### src/design/msb_first_bit_reader_assert.svh
// Assertion macros shared by the bit reader RTL.
// Simulation builds get concurrent assertions; synthesis builds get nothing.
`ifndef MSB_FIRST_BIT_READER_ASSERT_SVH
`define MSB_FIRST_BIT_READER_ASSERT_SVH
`ifndef SYNTHESIS
// A property that must hold at every clock edge outside reset.
`define MFBR_ASSERT(label, clk, rst, prop) \
   label: assert property (@(posedge clk) disable iff (rst) (prop)) \
      else $error("bit reader assertion failed");
// A condition at one edge that forces a property at the next edge.
`define MFBR_ASSERT_NEXT(label, clk, rst, pre, post) \
   label: assert property (@(posedge clk) disable iff (rst) (pre) |=> (post)) \
      else $error("bit reader assertion failed");
`else
`define MFBR_ASSERT(label, clk, rst, prop)
`define MFBR_ASSERT_NEXT(label, clk, rst, pre, post)
`endif
`endif

### src/design/mfbr_pkg.sv
package mfbr_pkg;

   // Fixed field widths and limits.
   localparam int BYTE_BITS     = 8;
   localparam int MAX_READ_BITS = 64;
   localparam int ACC_BITS      = 72;
   localparam int BITS_LEFT_W   = 10;
   localparam int COUNT_W       = 7;
   localparam int SPAN_W        = 4;

   // A read of up to 64 bits at any offset touches at most nine bytes.
   localparam logic [SPAN_W-1:0] MAX_SPAN_BYTES = 4'd9;

   // Request codes.
   localparam logic [1:0] REQ_FILL = 2'd0;
   localparam logic [1:0] REQ_READ = 2'd1;
   localparam logic [1:0] REQ_PEEK = 2'd2;

   // Status codes.
   localparam logic [1:0] STAT_OK        = 2'd0;
   localparam logic [1:0] STAT_BAD_COUNT = 2'd1;
   localparam logic [1:0] STAT_SHORT     = 2'd2;
   localparam logic [1:0] STAT_FULL      = 2'd3;

   typedef struct packed {
      logic [1:0]           req_type;
      logic [BYTE_BITS-1:0] fill_byte;
      logic [COUNT_W-1:0]   bit_count;
   } mfbr_req_type;

   typedef struct packed {
      logic [MAX_READ_BITS-1:0] value;
      logic [1:0]               status;
      logic [BITS_LEFT_W-1:0]   bits_left;
   } mfbr_rsp_type;

   // Control from the sequencer to the gather unit.
   typedef struct packed {
      logic               clear;
      logic               shift_en;
      logic [2:0]         pad;
      logic [COUNT_W-1:0] count;
   } mfbr_gather_ctrl_type;

   typedef enum logic [1:0] {
      ST_IDLE,
      ST_EVAL,
      ST_GATHER,
      ST_FINISH
   } mfbr_state_type;

endpackage

### src/design/mfbr_byte_store.sv
module mfbr_byte_store
   import mfbr_pkg::*;
#(
   parameter int DEPTH = 64
) (
   input  logic                     clock,
   input  logic                     wr_en,
   input  logic [$clog2(DEPTH)-1:0] wr_addr,
   input  logic [BYTE_BITS-1:0]     wr_data,
   input  logic                     rd_en,
   input  logic [$clog2(DEPTH)-1:0] rd_addr,
   output logic [BYTE_BITS-1:0]     rd_data
);

   logic [BYTE_BITS-1:0] mem [DEPTH];
   logic [BYTE_BITS-1:0] rd_data_ff;

   // One write port and one registered read port.
   always_ff @(posedge clock) begin
      if (wr_en) begin
         mem[wr_addr] <= wr_data;
      end
      if (rd_en) begin
         rd_data_ff <= mem[rd_addr];
      end
   end

   assign rd_data = rd_data_ff;

endmodule

### src/design/mfbr_gather.sv
module mfbr_gather
   import mfbr_pkg::*;
(
   input  logic                     clock,
   input  mfbr_gather_ctrl_type     ctrl,
   input  logic [BYTE_BITS-1:0]     byte_in,
   output logic [MAX_READ_BITS-1:0] value
);

   logic [ACC_BITS-1:0]      acc_ff;
   logic [ACC_BITS-1:0]      acc_in;
   logic [ACC_BITS-1:0]      shifted;
   logic [MAX_READ_BITS-1:0] mask;

   // Bytes shift in from the right, so the first byte ends up most significant.
   always_comb begin
      acc_in = acc_ff;
      if (ctrl.clear) begin
         acc_in = '0;
      end else if (ctrl.shift_en) begin
         acc_in = {acc_ff[ACC_BITS-BYTE_BITS-1:0], byte_in};
      end
   end

   always_ff @(posedge clock) begin
      acc_ff <= acc_in;
   end

   // Drop the unused tail bits of the last byte, then keep only the bits asked for.
   always_comb begin
      shifted = acc_ff >> ctrl.pad;
      mask    = {MAX_READ_BITS{1'b1}} >> (COUNT_W'(MAX_READ_BITS) - ctrl.count);
      value   = shifted[MAX_READ_BITS-1:0] & mask;
   end

endmodule

### src/design/msb_first_bit_reader.sv
// Channel   Direction  Handshake              Payload
// req       in         req_valid / req_ready  mfbr_req_type  (req_type, fill_byte, bit_count)
// rsp       out        rsp_valid / rsp_ready  mfbr_rsp_type  (value, status, bits_left)
//
// A fill, a rejected request or an unused code goes from evaluation straight to the finish state.
// A read or peek over k bytes, with k = ceil((offset + count) / 8) and so 1 to 9, fetches them
// through the single read port of the byte store, which fetches one byte a cycle.
// Reset is synchronous and clears the read position and fill level; the byte store has no clear.
// A result waits in the output register while the next request is taken; the block
// stalls before loading a new result only while the previous one is still held.
`include "msb_first_bit_reader_assert.svh"

module msb_first_bit_reader
   import mfbr_pkg::*;
#(
   parameter int BUFFER_BYTES = 64
) (
   input  logic         clock,
   input  logic         reset,
   input  logic         req_valid,
   output logic         req_ready,
   input  mfbr_req_type req_data,
   output logic         rsp_valid,
   input  logic         rsp_ready,
   output mfbr_rsp_type rsp_data
);

   localparam int AW  = $clog2(BUFFER_BYTES);
   localparam int LW  = $clog2(BUFFER_BYTES + 1);
   localparam int SW  = AW + 1;
   localparam int BLW = LW + 3;

   mfbr_state_type           state_ff, state_in;
   mfbr_req_type             req_ff, req_in;
   logic [AW-1:0]            head_ff, head_in;
   logic [2:0]               off_ff, off_in;
   logic [LW-1:0]            level_ff, level_in;
   logic [1:0]               status_ff, status_in;
   logic                     gather_ok_ff, gather_ok_in;
   logic [AW-1:0]            rd_addr_ff, rd_addr_in;
   logic [SPAN_W-1:0]        issue_cnt_ff, issue_cnt_in;
   logic                     rd_valid_ff, rd_valid_in;
   logic                     rsp_valid_ff, rsp_valid_in;
   mfbr_rsp_type             rsp_data_ff, rsp_data_in;

   logic                     wr_en;
   logic [AW-1:0]            wr_addr;
   logic                     rd_en;
   logic [BYTE_BITS-1:0]     rd_data;
   mfbr_gather_ctrl_type     gctl;
   logic [MAX_READ_BITS-1:0] gather_value;

   logic [SW-1:0]            fill_sum;
   logic [SW-1:0]            head_sum;
   logic [COUNT_W-1:0]       span;
   logic [COUNT_W-1:0]       span_up;
   logic [SPAN_W-1:0]        span_bytes;
   logic [SPAN_W-1:0]        consumed;
   logic [AW-1:0]            head_adv;
   logic [AW-1:0]            rd_addr_next;
   logic [BLW-1:0]           bits_cur;
   logic [BLW-1:0]           bits_next;
   logic                     count_bad;
   logic                     data_short;

   mfbr_byte_store #(
      .DEPTH (BUFFER_BYTES)
   ) u_store (
      .clock   (clock),
      .wr_en   (wr_en),
      .wr_addr (wr_addr),
      .wr_data (req_ff.fill_byte),
      .rd_en   (rd_en),
      .rd_addr (rd_addr_ff),
      .rd_data (rd_data)
   );

   mfbr_gather u_gather (
      .clock   (clock),
      .ctrl    (gctl),
      .byte_in (rd_data),
      .value   (gather_value)
   );

   // Position arithmetic for the pending request.
   always_comb begin
      fill_sum   = SW'(head_ff) + SW'(level_ff);
      wr_addr    = (fill_sum >= SW'(BUFFER_BYTES)) ? AW'(fill_sum - SW'(BUFFER_BYTES))
                                                   : AW'(fill_sum);
      span       = COUNT_W'(off_ff) + req_ff.bit_count;
      span_up    = span + COUNT_W'(7);
      span_bytes = span_up[COUNT_W-1:3];
      consumed   = span[COUNT_W-1:3];
      head_sum   = SW'(head_ff) + SW'(consumed);
      head_adv   = (head_sum >= SW'(BUFFER_BYTES)) ? AW'(head_sum - SW'(BUFFER_BYTES))
                                                   : AW'(head_sum);
      rd_addr_next = (rd_addr_ff == AW'(BUFFER_BYTES - 1)) ? '0 : rd_addr_ff + AW'(1);
      bits_cur   = {level_ff, 3'b000} - BLW'(off_ff);
      count_bad  = (req_ff.bit_count == '0) ||
                   (req_ff.bit_count > COUNT_W'(MAX_READ_BITS));
      data_short = bits_cur < BLW'(req_ff.bit_count);
   end

   // Sequencer: evaluate, fetch bytes through the gather unit for a valid read or peek, then post the result.
   always_comb begin
      state_in     = state_ff;
      req_in       = req_ff;
      head_in      = head_ff;
      off_in       = off_ff;
      level_in     = level_ff;
      status_in    = status_ff;
      gather_ok_in = gather_ok_ff;
      rd_addr_in   = rd_addr_ff;
      issue_cnt_in = issue_cnt_ff;
      rsp_valid_in = rsp_valid_ff && !rsp_ready;
      rsp_data_in  = rsp_data_ff;
      bits_next    = bits_cur;
      req_ready    = 1'b0;
      wr_en        = 1'b0;
      rd_en        = 1'b0;
      gctl.clear    = 1'b0;
      gctl.shift_en = 1'b0;
      gctl.pad      = 3'd0 - span[2:0];
      gctl.count    = req_ff.bit_count;

      case (state_ff)
         ST_IDLE: begin
            req_ready = 1'b1;
            if (req_valid) begin
               req_in   = req_data;
               state_in = ST_EVAL;
            end
         end
         ST_EVAL: begin
            gctl.clear   = 1'b1;
            gather_ok_in = 1'b0;
            status_in    = STAT_OK;
            state_in     = ST_FINISH;
            case (req_ff.req_type)
               REQ_FILL: begin
                  if (level_ff >= LW'(BUFFER_BYTES)) begin
                     status_in = STAT_FULL;
                  end else begin
                     wr_en    = 1'b1;
                     level_in = level_ff + LW'(1);
                  end
               end
               REQ_READ, REQ_PEEK: begin
                  if (count_bad) begin
                     status_in = STAT_BAD_COUNT;
                  end else if (data_short) begin
                     status_in = STAT_SHORT;
                  end else begin
                     gather_ok_in = 1'b1;
                     issue_cnt_in = span_bytes;
                     rd_addr_in   = head_ff;
                     state_in     = ST_GATHER;
                  end
               end
               default: begin
                  // The unused code changes nothing and reports success.
                  status_in = STAT_OK;
               end
            endcase
         end
         ST_GATHER: begin
            gctl.shift_en = rd_valid_ff;
            if (issue_cnt_ff != '0) begin
               rd_en        = 1'b1;
               rd_addr_in   = rd_addr_next;
               issue_cnt_in = issue_cnt_ff - SPAN_W'(1);
            end else if (!rd_valid_ff) begin
               state_in = ST_FINISH;
            end
         end
         ST_FINISH: begin
            if (!rsp_valid_ff || rsp_ready) begin
               // Only a successful read moves the position.
               if (gather_ok_ff && (req_ff.req_type == REQ_READ)) begin
                  head_in  = head_adv;
                  off_in   = span[2:0];
                  level_in = level_ff - LW'(consumed);
               end
               // Unread bits after this request, from the committed position.
               bits_next             = {level_in, 3'b000} - BLW'(off_in);
               rsp_valid_in          = 1'b1;
               rsp_data_in.value     = gather_ok_ff ? gather_value : '0;
               rsp_data_in.status    = status_ff;
               rsp_data_in.bits_left = BITS_LEFT_W'(bits_next);
               state_in              = ST_IDLE;
            end
         end
         default: begin
            state_in = ST_IDLE;
         end
      endcase

      rd_valid_in = rd_en;
   end

   // Control state.
   always_ff @(posedge clock) begin
      if (reset) begin
         state_ff     <= ST_IDLE;
         head_ff      <= '0;
         off_ff       <= '0;
         level_ff     <= '0;
         issue_cnt_ff <= '0;
         rd_valid_ff  <= 1'b0;
         rsp_valid_ff <= 1'b0;
      end else begin
         state_ff     <= state_in;
         head_ff      <= head_in;
         off_ff       <= off_in;
         level_ff     <= level_in;
         issue_cnt_ff <= issue_cnt_in;
         rd_valid_ff  <= rd_valid_in;
         rsp_valid_ff <= rsp_valid_in;
      end
   end

   // Request and result payload.
   always_ff @(posedge clock) begin
      req_ff       <= req_in;
      status_ff    <= status_in;
      gather_ok_ff <= gather_ok_in;
      rd_addr_ff   <= rd_addr_in;
      rsp_data_ff  <= rsp_data_in;
   end

   assign rsp_valid = rsp_valid_ff;
   assign rsp_data  = rsp_data_ff;

   `MFBR_ASSERT(a_level_bound, clock, reset, level_ff <= LW'(BUFFER_BYTES))
   `MFBR_ASSERT(a_partial_head, clock, reset, (off_ff != '0) |-> (level_ff != '0))
   `MFBR_ASSERT(a_span_bound, clock, reset, issue_cnt_ff <= MAX_SPAN_BYTES)
   `MFBR_ASSERT_NEXT(a_busy_after_accept, clock, reset, req_valid && req_ready, !req_ready)
   `MFBR_ASSERT_NEXT(a_pos_hold, clock, reset, state_ff != ST_FINISH, $stable(head_ff) && $stable(off_ff))

endmodule
### config.mk
export PLATFORM = sky130hd
export DESIGN_NAME = msb_first_bit_reader
export DESIGN_NICKNAME = d
export VERILOG_FILES = /design/src/design/mfbr_pkg.sv /design/src/design/mfbr_byte_store.sv /design/src/design/mfbr_gather.sv /design/src/design/msb_first_bit_reader.sv
export VERILOG_INCLUDE_DIRS = /design/src /design/src/design
export SDC_FILE = /design/constraint.sdc
export NUM_CORES = 1
export LEC_CHECK = 0
export BUFFER_PORTS_ARGS = -buffer_cell sky130_fd_sc_hd__buf_2
export CORE_AREA = 2 2 317 319
export CTS_CLUSTER_SIZE = 12
export DETAILED_ROUTE_END_ITERATION = 16
export DIE_AREA = 0 0 319 321
export SLEW_MARGIN = 20
export SYNTH_ARGS = -nofsm -noshare
export SYNTH_HDL_FRONTEND = slang
export SYNTH_SLANG_ARGS = --single-unit
### constraint.sdc
create_clock -name clock -period 3.6 [get_ports clock]
set_clock_uncertainty 0.15 [all_clocks]
set_input_delay 0 -clock clock [delete_from_list [all_inputs] [get_ports clock]]
set_output_delay 0 -clock clock [all_outputs]
set_load 0.02 [all_outputs]
Word-level counts from Yosys, hierarchy flattened
Memory sizes are Yosys's and may differ from the RTL's. A register that Yosys moved wholly into a read port is not among the register bits.
Index checks and enable logic that the tools add are counted.

storage, ports and cells
  bits in registers = 198
  memory bits (writable) = 512
  bits of input ports = 21
  output and inout port bits = 78
  memories = 1

operators by class
  add/sub/neg operators = 14
  order comparisons = 5
  eq/ne operators = 16
  shift-type cells = 2
  mux-type cells = 48
  bitwise operators = 2
  reductions and logical operators = 20

memory list
  memory       words  bits a word  read ports  clocked after memory_dff  wr ports  RTL line               RTL
  u_store.mem  64     8            1           1                         1         mfbr_byte_store.sv:15  logic [BYTE_BITS-1:0] mem [DEPTH];

operators with widths
  kind                     number
  $shr A72 B3 Y64          1
  $and A64 B64 Y64         1
  $shr A64 B7 Y64 const A  1
  $mux W6                  7
  $mux W7                  6
  $ge A7 B7 Y1 const B     3
  $sub A10 B3 Y10          2
  $mux W1                  16
  $mux W4                  4
  $ne A2 B2 Y1 const B     8
  $mux W2                  7
  $pmux W7 S2              1
  $pmux W6 S2              1
  $sub A6 B1 Y6 const B    2
  $lt A10 B7 Y1            1
  $mux W3                  3
  $pmux W2 S4              1
  $pmux W4 S2              1
  $reduce_and A4 Y1        2
  $add A3 B7 Y7            1
  $add A6 B4 Y7            1
  $add A6 B7 Y7            1
  $add A7 B1 Y7 const B    1
  $add A7 B3 Y7 const B    1
  23 further kinds         34

Longest topological paths before layout
Gate-level depths: netlist of the first run.

  depth in word-level cells = 7
  depth in mapped cells = 14
  depth with buffers taken out = 14

Modules after synthesis
From an unflattened synthesis of the first run, not the netlist that was laid out.

unflattened totals
  cells, all modules = 2,190
  area, all modules = 32,799.0 um^2

modules (own cells, without submodules)
  module                times used  cells each  area an instance (um^2)
  mfbr_byte_store       1           940         20,246.9
  msb_first_bit_reader  1           566         6,496.2
  mfbr_gather           1           684         6,055.8

Worst setup path before layout of the first run
Ideal clock, no wire load.

  path type = reg-to-reg
  from = register req_ff (netlist bit gctl[0])
  to = register rsp_data_ff (netlist bit rsp_data[9]) (data pin)
  data arrival time = 3,175 ps
  path slack = 5 ps
  stages on the path, launching flop included = 14
  period minus slack after synthesis = 3,595 ps
  cell sequence = edfxtp_1 > ha_1 > inv_1 > fa_1 > nor2b_1 > o2111ai_1 > xnor2_1 > ha_1 > nor2b_1 > and4_1 > nor3_1 > nand3b_1 > o32ai_1 > xor2_1

between the ends
  cells in the longest elaborated chain, start to end = 6
  elaborated cells between the ends (all ways) = 9

ends and longest elaborated chain
  what                      RTL line                     RTL
  start: declaration        msb_first_bit_reader.sv:34   mfbr_req_type req_ff, req_in;
  start signal: assignment  msb_first_bit_reader.sv:224  req_ff <= req_in;
  $add A3 B7 Y7 (*)         msb_first_bit_reader.sv:90   span = COUNT_W'(off_ff) + req_ff.bit_count;
  $sub A7 B4 Y7             msb_first_bit_reader.sv:182  level_in = level_ff - LW'(consumed);
  $mux W7                   msb_first_bit_reader.sv:179  if (gather_ok_ff && (req_ff.req_type == REQ_READ)) begin
  $mux W7                   msb_first_bit_reader.sv:177  if (!rsp_valid_ff || rsp_ready) begin
  $mux W7                   msb_first_bit_reader.sv:126  case (state_ff)
  $sub A10 B3 Y10 (*)       msb_first_bit_reader.sv:185  bits_next = {level_in, 3'b000} - BLW'(off_in);
  end signal: assignment    msb_first_bit_reader.sv:228  rsp_data_ff <= rsp_data_in;
  end: declaration          msb_first_bit_reader.sv:44   mfbr_rsp_type rsp_data_ff, rsp_data_in;

Every way passes the cells marked *; elsewhere a longest branch is shown, timed or not. The select of a mux whose other input is x is not followed.
A chain may end at the register's enable or synchronous reset.

Worst setup path after layout of the first run
Same ends and word-level chain as after synthesis.

==> impl_results.md, run 1 <==
- Status: completed
- GR Util All Layers: 0.157
- Most used flip-flop cell after synthesis: edfxtp_1
- Clk root buf: clkbuf_16
- Final setup margin: 88.8 ps
- Final Hold Vio Count: 0
- RSZ-0062 raised after global routing: true
- Post-Route WL: 81,500 um
- Final Max Slew Viols: 0
- Share of layout cells above drive strength 1: 0.213
- CP startpoint kind: register
- R2R Path End: rsp_data[9]$_DFFE_PP_
- Hold Path Depth: 0
- # fillers: 9,373
- Sequential power share: 0.419
- WP buf/inv: 2
- Max stage delay on crit path: 430 ps
- Die Ht: 321 um
- Crit share post-route: 0.975
- N_diodes: 0
- Crit path launch: gctl[0]$_DFFE_PP_
- Total Neg Setup Slack: 0 ps
- Most used cell, CP: ha_1
- Area leader, netlist: edfxtp_1
- Syn Nets: 2,276
- Static leakage: 12.5 nW
- DP Worst Slack: -58.9 ps
- Vias per cell: 5.21
- Drt wl/cell: 21.4 um
- Vias in the first global route: 19,794
- Post-DRT Antenna Nets: 0
- Final Instance Area: 37,300 um^2
- Post-synth top area share: 0.593
- Yosys warns: 0
- TritonCTS Buffers: 74
- Clk_lat worst skew: 620 ps
- Total number of vias: 19,835
- Clock-pin slew on the worst setup and hold paths: 60 ps
- Logic gate share of total power: 0.270
- DRT Pass-1 Iters: 7
- Initial core utilization: 0.317
- Area grow syn2layout: 18.3%
- Sw Ratio: 0.312
- Syn avg cell area: 14.3 um^2
- Hold Startpoint: status_ff[1]$_DFFE_PP_
- First-pass GRT wire length: 123,000 um
- Initial antenna violation count: 0
- Critical path class: register to register
- Placement Cell Area: 34,500 um^2
- Max H-tree Level: 3
- Clock share of power: 0.312
- Clock buffer depth: 3
- Worst slew margin: 0.338
- Library cells used by synthesis: 72
- Fin crit period: 3510 ps
- Sequential fraction of the synthesis area: 0.654
- RePlAce Congestion: 0.930
- Arrival time at the worst endpoint: 3720 ps
- R2R Setup Slk: 90 ps
- Hold Crit Class: register to register
- CTS tree: built
- # clock sinks: 717
- Fmax: 285 MHz
- Final setup violation count: 0
- PD cells: 627 nW/um^2
- Hold Path Sink: rsp_data[11]$_DFFE_PP_
- Final Net Count: 2,529
- Pint: 0.0161 W
- R2r worst-path depth: 13
- Delay-heaviest family, CP: adder cells
- Storage cell area: 20,600 um^2
- Asr flop ratio synth: 0
- Synth area leaders: edfxtp_1 59%, mux4_2 8.9%, dfxtp_1 6.0%
- Worst vdd ir: 0.000311 V
- Max-cap violations: 0
- # IOs: 99
- Non-Filler Instances: 3,805
- Hpwl dp: 54,400 um
- Worst r2r src: gctl[0]$_DFFE_PP_
- Initial DRC Count: 1,836
- Max stage delay cell, worst path: a2111oi_1
- Core region area: 99,300 um^2
- Synthesized cell area: 31,500 um^2
- Inst Count DP: 3,641
- #FFs+latches synth: 717
- I/O Buffers: 98
- GRT Residual Overflow: 0
- Syn Inst Count: 2,209
- WP data required: 3810 ps
- Worst-Margin Slew: 992 ps
- CP endpoint kind: register
- Multi-input gate area: 10,300 um^2
- Worst Path Max Fanout: 6
- DRC viols: 0
- Cell row count: 116
- Die width: 319 um
- Net Sw Power: 0.00728 W
- Pin count of the biggest net entering global routing: 75
- Post-synth EDFFs: 622
- Worst path cell trace: ha_1, inv_1, fa_2, nor2b_4, o2111ai_1, xnor2_1, ha_1, buf_4, a2111oi_1, nor3_2, nand3b_1, o32ai_2, xor2_1
- Die ar.: 102,000 um^2
worst reg2reg max path, cell delays in order (launching register included):
cell,delay (ps)
edfxtp_1,370
ha_1,210
inv_1,70
fa_2,390
nor2b_4,160
o2111ai_1,140
xnor2_1,310
ha_1,350
buf_4,160
a2111oi_1,430
nor3_2,130
nand3b_1,150
o32ai_2,90
xor2_1,150
how the worst max path moves through the flow:
stage	end	slack, ps	depth (start not counted)
5_1_grt	rsp_data[9]$_DFFE_PP_	-40	13
4_1_cts	rsp_data[9]$_DFFE_PP_	3	14
3_3_place_gp	rsp_data[9]$_DFFE_PP_	-60	13
3_5_place_dp	rsp_data[9]$_DFFE_PP_	-60	13
6_report	rsp_data[9]$_DFFE_PP_	90	13
2_1_floorplan	rsp_data[9]$_DFFE_PP_	5	13
cell families after synthesis:
group | count (synthesis) | synth area share
xor+xnor | 45 | 0.0132
fa+ha+maj | 46 | 0.0192
simple gates | 577 | 0.0808
compound gates | 407 | 0.0838
flops | 717 | 0.654
mux | 245 | 0.128
buf+inv | 172 | 0.0216
per-layer routing:
metal  wire length (um)  part of all wire  vias up  GRT usage
met2              38200              0.47      677      0.251
met5                  0                 0        -          0
li1                   -                 -     9031          -
met4               2100             0.026        0     0.0457
met1              36600              0.45     9992      0.218
met3               4630             0.057      135     0.0273
final cells by class:
cell class / instances / share of cell area
well taps: 1298 / 0.0436
inverters: 42 / 0.00423
clock inverters: 18 / 0.00601
multi-input cells: 1320 / 0.278
flip-flops and latches: 717 / 0.552
clock buffers: 103 / 0.0552
repair buffers: 307 / 0.0609
sequential cells by signal, indices dropped and copies added (netlist names):
signal	flops
status_ff	2
off_ff	3
rd_addr_ff	6
u_store.mem	512
rsp_valid	1
gather_ok_ff	1
issue_cnt_ff	4
gctl	7
req_ff	10
u_store.rd_data	8
u_gather.acc_ff	71
state_ff	2
level_ff	7
head_ff	6
rsp_data	76
rd_valid_ff	1
placed cells by master, fill, tap and decap left out, types with 10 or more instances in the layout:
cell type / Yosys / final
edfxtp_1: 622 / 622
nand2_1: 252 / 251
nor2_1: 168 / 167
a21oi_1: 166 / 166
buf_4: 0 / 162
mux4_2: 124 / 124
mux2i_1: 110 / 110
buf_2: 27 / 98
dfxtp_1: 95 / 95
clkbuf_16: 0 / 77
ha_1: 42 / 39
inv_1: 39 / 38
o21ai_0: 39 / 38
dlygate4sd3_1: 0 / 38
nor3_1: 38 / 36
a22oi_1: 34 / 34
o221ai_1: 33 / 33
xnor2_1: 29 / 28
a211oi_1: 28 / 27
o22ai_1: 24 / 24
clkbuf_1: 91 / 22
nor2b_1: 22 / 20
nand3_1: 16 / 16
nand2b_1: 13 / 13
a221oi_1: 13 / 13
xor2_1: 14 / 13
nor4_1: 13 / 12
a31oi_1: 11 / 11
mux2_2: 11 / 11
nand3b_1: 10 / 10
through the flow:
stage | power [W] | hold WS (ps) | utilization
5_1_grt | 0.0243 | 293 | 0.375
2_1_floorplan | 0.0140 | -51.1 | -
4_1_cts | 0.0235 | 294 | 0.374
3_3_place_gp | 0.0160 | 28.1 | 0.347
6_report | 0.0234 | 296 | 0.375
3_5_place_dp | 0.0161 | 28.1 | 0.347
cells in the mapped netlist (9+ instances only):
cell,count
nor2_1,168
a211oi_1,28
nor3_1,38
and3_1,9
mux2i_1,110
o21ai_0,39
mux2_2,11
mux4_2,124
o211ai_1,9
a21oi_1,166
nor4_1,13
inv_1,39
buf_1,12
nand3_1,16
nand2b_1,13
ha_1,42
a22oi_1,34
o221ai_1,33
nor2b_1,22
clkbuf_1,91
a221oi_1,13
a2111oi_0,11
nand2_1,252
a31oi_1,11
buf_2,27
xnor2_1,29
dfxtp_1,95
xor2_1,14
nand3b_1,10
o22ai_1,24
edfxtp_1,622
power groups by stage:
stage	clock, W	combinational, W	sequential, W
final	0.00729	0.00630	0.00978
after global routing	0.00776	0.00676	0.00980
after CTS	0.00744	0.00624	0.00978
after detailed placement	0	0.00618	0.00995
after global placement	0	0.00609	0.00994
after floorplan	0	0.00392	0.0101
what timing repair did:
| item | in CTS | in global routing |
|---|---|---|
| endpoints found under the setup margin | 1 | 13 |
| hold buffers | 38 | 0 |
| pin swaps | 2 | 8 |
| buffers inserted | 0 | 5 |
| gates resized for setup | 6 | 12 |
| endpoints found under the hold margin | 41 | 0 |
Note: power is estimated with default switching activity, not from simulation.
==> run 2, diff against run 1 <==
--- a/config.mk
+++ b/config.mk
@@ -7,11 +7,12 @@
 export NUM_CORES = 1
 export LEC_CHECK = 0
 export BUFFER_PORTS_ARGS = -buffer_cell sky130_fd_sc_hd__buf_2
-export CORE_AREA = 2 2 317 319
+export CORE_AREA = 2 2 324 326
 export CTS_CLUSTER_SIZE = 12
 export DETAILED_ROUTE_END_ITERATION = 16
-export DIE_AREA = 0 0 319 321
+export DIE_AREA = 0 0 326 328
 export SLEW_MARGIN = 20
 export SYNTH_ARGS = -nofsm -noshare
 export SYNTH_HDL_FRONTEND = slang
+export SYNTH_HIERARCHICAL = 1
 export SYNTH_SLANG_ARGS = --single-unit
==> run 2 against run 1 <==
- sequential share of layout area shrank 2.1 points
- register-to-register slack is essentially flat
- combinational power grew 26%
- design area grew 4.0%
- sequential power is essentially flat
- critical path depth shrank 2
- utilization is essentially flat
- sequential cell count is the same
- synthesized cell count shrank 0.86%
==> impl_results.md, run 2 <==
- Most frequent cells in the layout: 622 x edfxtp_1, 198 x nor2_1, 179 x buf_4 (was 622 x edfxtp_1, 251 x nand2_1, 167 x nor2_1)
- Initial DRC Count: 1,743 (was 1,836)
- Pint: 0.0171 W (was 0.0161 W)
- Total number of vias: 20,016 (was 19,835)
- GR Util All Layers: 0.156 (was 0.157)
- TritonCTS Buffers: 77 (was 74)
- Hold Crit Class: input port to register (was register to register)
- Vias in the first global route: 20,463 (was 19,794)
- WP data required: 3820 ps (was 3810 ps)
- Arrival time at the worst endpoint: 3730 ps (was 3720 ps)
- Synthesized cell area: 32,800 um^2 (was 31,500 um^2)
- DRC viols: 0 (unchanged)
- Smallest hold slack: 162 ps (was 296 ps)
- Sequential power share: 0.395 (was 0.419)
- R2r worst-path depth: 11 (was 13)
- Synth area leaders: edfxtp_1 57%, mux4_2 9.5%, dfxtp_1 5.8% (was edfxtp_1 59%, mux4_2 8.9%, dfxtp_1 6.0%)
- Syn Inst Count: 2,190 (was 2,209)
- Total Power Consumption: 0.0253 W (was 0.0234 W)
- Fin crit period: 3500 ps (was 3510 ps)
- Largest register FFs: 512 (unchanged)
- #FFs+latches synth: 717 (unchanged)
- Final core occ: 0.376 (was 0.375)
- Worst Path Max Fanout: 12 (was 6)
- Hold Path Sink: state_ff[1]$_SDFFE_PP0P_ (was rsp_data[11]$_DFFE_PP_)
- GRT Residual Overflow: 0 (unchanged)
- Cell row count: 118 (was 116)
- Die Ht: 328 um (was 321 um)
- # clock sinks: 717 (unchanged)
- Net Sw Power: 0.00818 W (was 0.00728 W)
- Die width: 326 um (was 319 um)
- Clock-pin slew on the worst setup and hold paths: 60 ps (about the same)
- Static leakage: 13.1 nW (was 12.5 nW)
- R2R Setup Slk: 100 ps (was 90 ps)
- Worst vdd ir: 0.000494 V (was 0.000311 V)
- Syn avg cell area: 15.0 um^2 (was 14.3 um^2)
- Sequential fraction of the synthesis area: 0.627 (was 0.654)
- Status: completed (unchanged)
- Final setup violation count: 0 (unchanged)
- Area leader, netlist: edfxtp_1 (unchanged)
- Area grow syn2layout: 18.2% (was 18.3%)
- Final Max Slew Viols: 0 (unchanged)
- Largest Register: u_store/mem (was u_store.mem)
- Commonest cells in the netlist: 622 x edfxtp_1, 201 x nor2_1, 165 x mux2i_1, 139 x mux4_2, 99 x nand2_1 (was 622 x edfxtp_1, 252 x nand2_1, 168 x nor2_1, 166 x a21oi_1, 124 x mux4_2)
- Worst-Margin Slew: 1150 ps (was 992 ps)
- Max-cap violations: 0 (unchanged)
- Logic gate share of total power: 0.313 (was 0.270)
- Post-synth EDFFs: 622 (unchanged)
- Drt wl/cell: 21.6 um (was 21.4 um)
- Most common cell after layout, fill and taps aside: edfxtp_1 (unchanged)
- Sw Ratio: 0.323 (was 0.312)
- Worst r2r src: gctl[0]$_DFFE_PP_ (unchanged)
- DRT Pass-1 Iters: 6 (was 7)
- CTS tree: built (unchanged)
- Library cells used by synthesis: 88 (was 72)
- Worst slew margin: 0.215 (was 0.338)
- Pin count of the biggest net entering global routing: 72 (was 75)
- Final Hold Vio Count: 0 (unchanged)
- Syn Nets: 2,259 (was 2,276)
- # fillers: 9,636 (was 9,373)
- RSZ-0062 raised after global routing: true (unchanged)
- Vias per cell: 5.14 (was 5.21)
- Final Net Count: 2,529 (unchanged)
- Initial antenna violation count: 0 (unchanged)
- Post-synth top area share: 0.569 (was 0.593)
- Clock share of power: 0.292 (was 0.312)
- I/O Buffers: 98 (unchanged)
- Multi-input gate area: 11,500 um^2 (was 10,300 um^2)
- Hpwl dp: 56,600 um (was 54,400 um)
- Die ar.: 107,000 um^2 (was 102,000 um^2)
- # IOs: 99 (unchanged)
- Dominant cell by count in the synthesized netlist: edfxtp_1 (unchanged)
- Post-DRT Antenna Nets: 0 (unchanged)
- Clk root buf: clkbuf_16 (unchanged)
- First-pass GRT wire length: 129,000 um (was 123,000 um)
- Asr flop ratio synth: 0 (unchanged)
- RePlAce Congestion: 0.874 (was 0.930)
- Clk_lat worst skew: 620 ps (about the same)
- Core region area: 103,000 um^2 (was 99,300 um^2)
- Clock buffer depth: 3 (unchanged)
- Fmax: 286 MHz (was 285 MHz)
- Initial core utilization: 0.318 (was 0.317)
- Hold Startpoint: req_valid (was status_ff[1]$_DFFE_PP_)
- Share of layout cells above drive strength 1: 0.252 (was 0.213)
- Critical path class: register to register (unchanged)
- Post-Route WL: 84,200 um (was 81,500 um)
- Storage cell area: 20,600 um^2 (unchanged)
- N_diodes: 0 (unchanged)
- R2R Path End: rsp_data[33]$_SDFFCE_PN0P_ (was rsp_data[9]$_DFFE_PP_)
- Max H-tree Level: 3 (unchanged)
- Yosys warns: 6 (was 0)
- Most used flip-flop cell after synthesis: edfxtp_1 (unchanged)
- CP startpoint kind: register (unchanged)
- Crit share post-route: 0.973 (was 0.975)
- CP endpoint kind: register (unchanged)
- PD cells: 653 nW/um^2 (was 627 nW/um^2)
- Hold Path Depth: 6 (was 0)
==> run 2: cell types whose count changed in the layout (fill, tap and decap cells not counted), sizes merged, moves of 14 or more <==
cell   before  now
o21ai      42   28
nor2      168  202
mux2       11   47
nand2     252   99
mux4      124  139
mux2i     110  166
buf       269  290
a21oi     167   45
and2        6   73
==> run 2: timing repair <==
action | CTS | global route
hold endpoints to repair | 41 | 0
hold buffers | 37 | 0
gates resized for setup | 0 | 18
setup buffers | 0 | 7
endpoints found under the setup margin | 0 | 11
==> run 2: final cells by class <==
cell class	instances	area share
clock inverter	31	0.00678
clock buffer	100	0.0533
timing repair buffer	327	0.0636
sequential	717	0.531
multi-input combinational	1288	0.296
tap	1380	0.0446
inverter	49	0.00475
==> run 2: cell families after synthesis <==
family	count (synthesis)	synth area share
AOI/OAI and AO/OA	305	0.0710
xor gates and xnor gates	44	0.0129
adders and majority gates	48	0.0192
buffers and inverters	185	0.0269
DFF	717	0.627
muxes	352	0.162
and+or+nand+nor	539	0.0803
==> run 2: power groups by stage <==
stage | logic (W) | registers, W | clock network, W
floorplan | 0.00511 | 0.0103 | 0
global placement | 0.00777 | 0.0102 | 0
detailed placement | 0.00786 | 0.0102 | 0
CTS | 0.00791 | 0.0100 | 0.00759
global route | 0.00850 | 0.0100 | 0.00789
finish | 0.00792 | 0.0100 | 0.00740
==> run 2: through the flow <==
step           setup TNS, ps  setup WS [ps]  cells  area, um^2
2_1_floorplan              0           24.9   2190       32800
3_3_place_gp               0           81.6   3717       35900
3_5_place_dp               0           39.0   3717       35900
4_1_cts                    0           9.71   3885       38600
5_1_grt                 -145          -63.1   3892       38800
6_report                   0           97.9   3892       38800
==> run 2: worst max-delay path by stage <==
stage                       from                          to  slack [ps]  depth (start not counted)
6_report       gctl[0]$_DFFE_PP_  rsp_data[33]$_SDFFCE_PN0P_         100                         11
5_1_grt        gctl[0]$_DFFE_PP_       rsp_data[9]$_DFFE_PP_         -60                         14
4_1_cts        gctl[1]$_DFFE_PP_       rsp_data[9]$_DFFE_PP_          10                         14
3_5_place_dp   gctl[1]$_DFFE_PP_       rsp_data[9]$_DFFE_PP_          40                         14
3_3_place_gp   gctl[1]$_DFFE_PP_       rsp_data[9]$_DFFE_PP_          80                         14
2_1_floorplan  gctl[0]$_DFFE_PP_    level_ff[5]$_SDFFE_PP0P_          20                         14
==> run 2: routing by layer <==
metal	track usage	routed length [um]	vias up	part of all wire
met3	0.0231	4050	147	0.048
met1	0.206	36400	10180	0.43
li1	-	-	9082	-
met5	0	0	-	0
met2	0.260	40700	607	0.48
met4	0.0579	3040	0	0.036
==> run 2: critical path, stage by stage (launching register included) <==
cell and delay, ps:
edfxtp_1 410, buf_4 150, buf_4 180, inv_1 90, ha_1 360, inv_1 160, ha_1 320, inv_1 290
nor2_1 260, a21oi_1 550, a211oi_1 150, and2_1 190
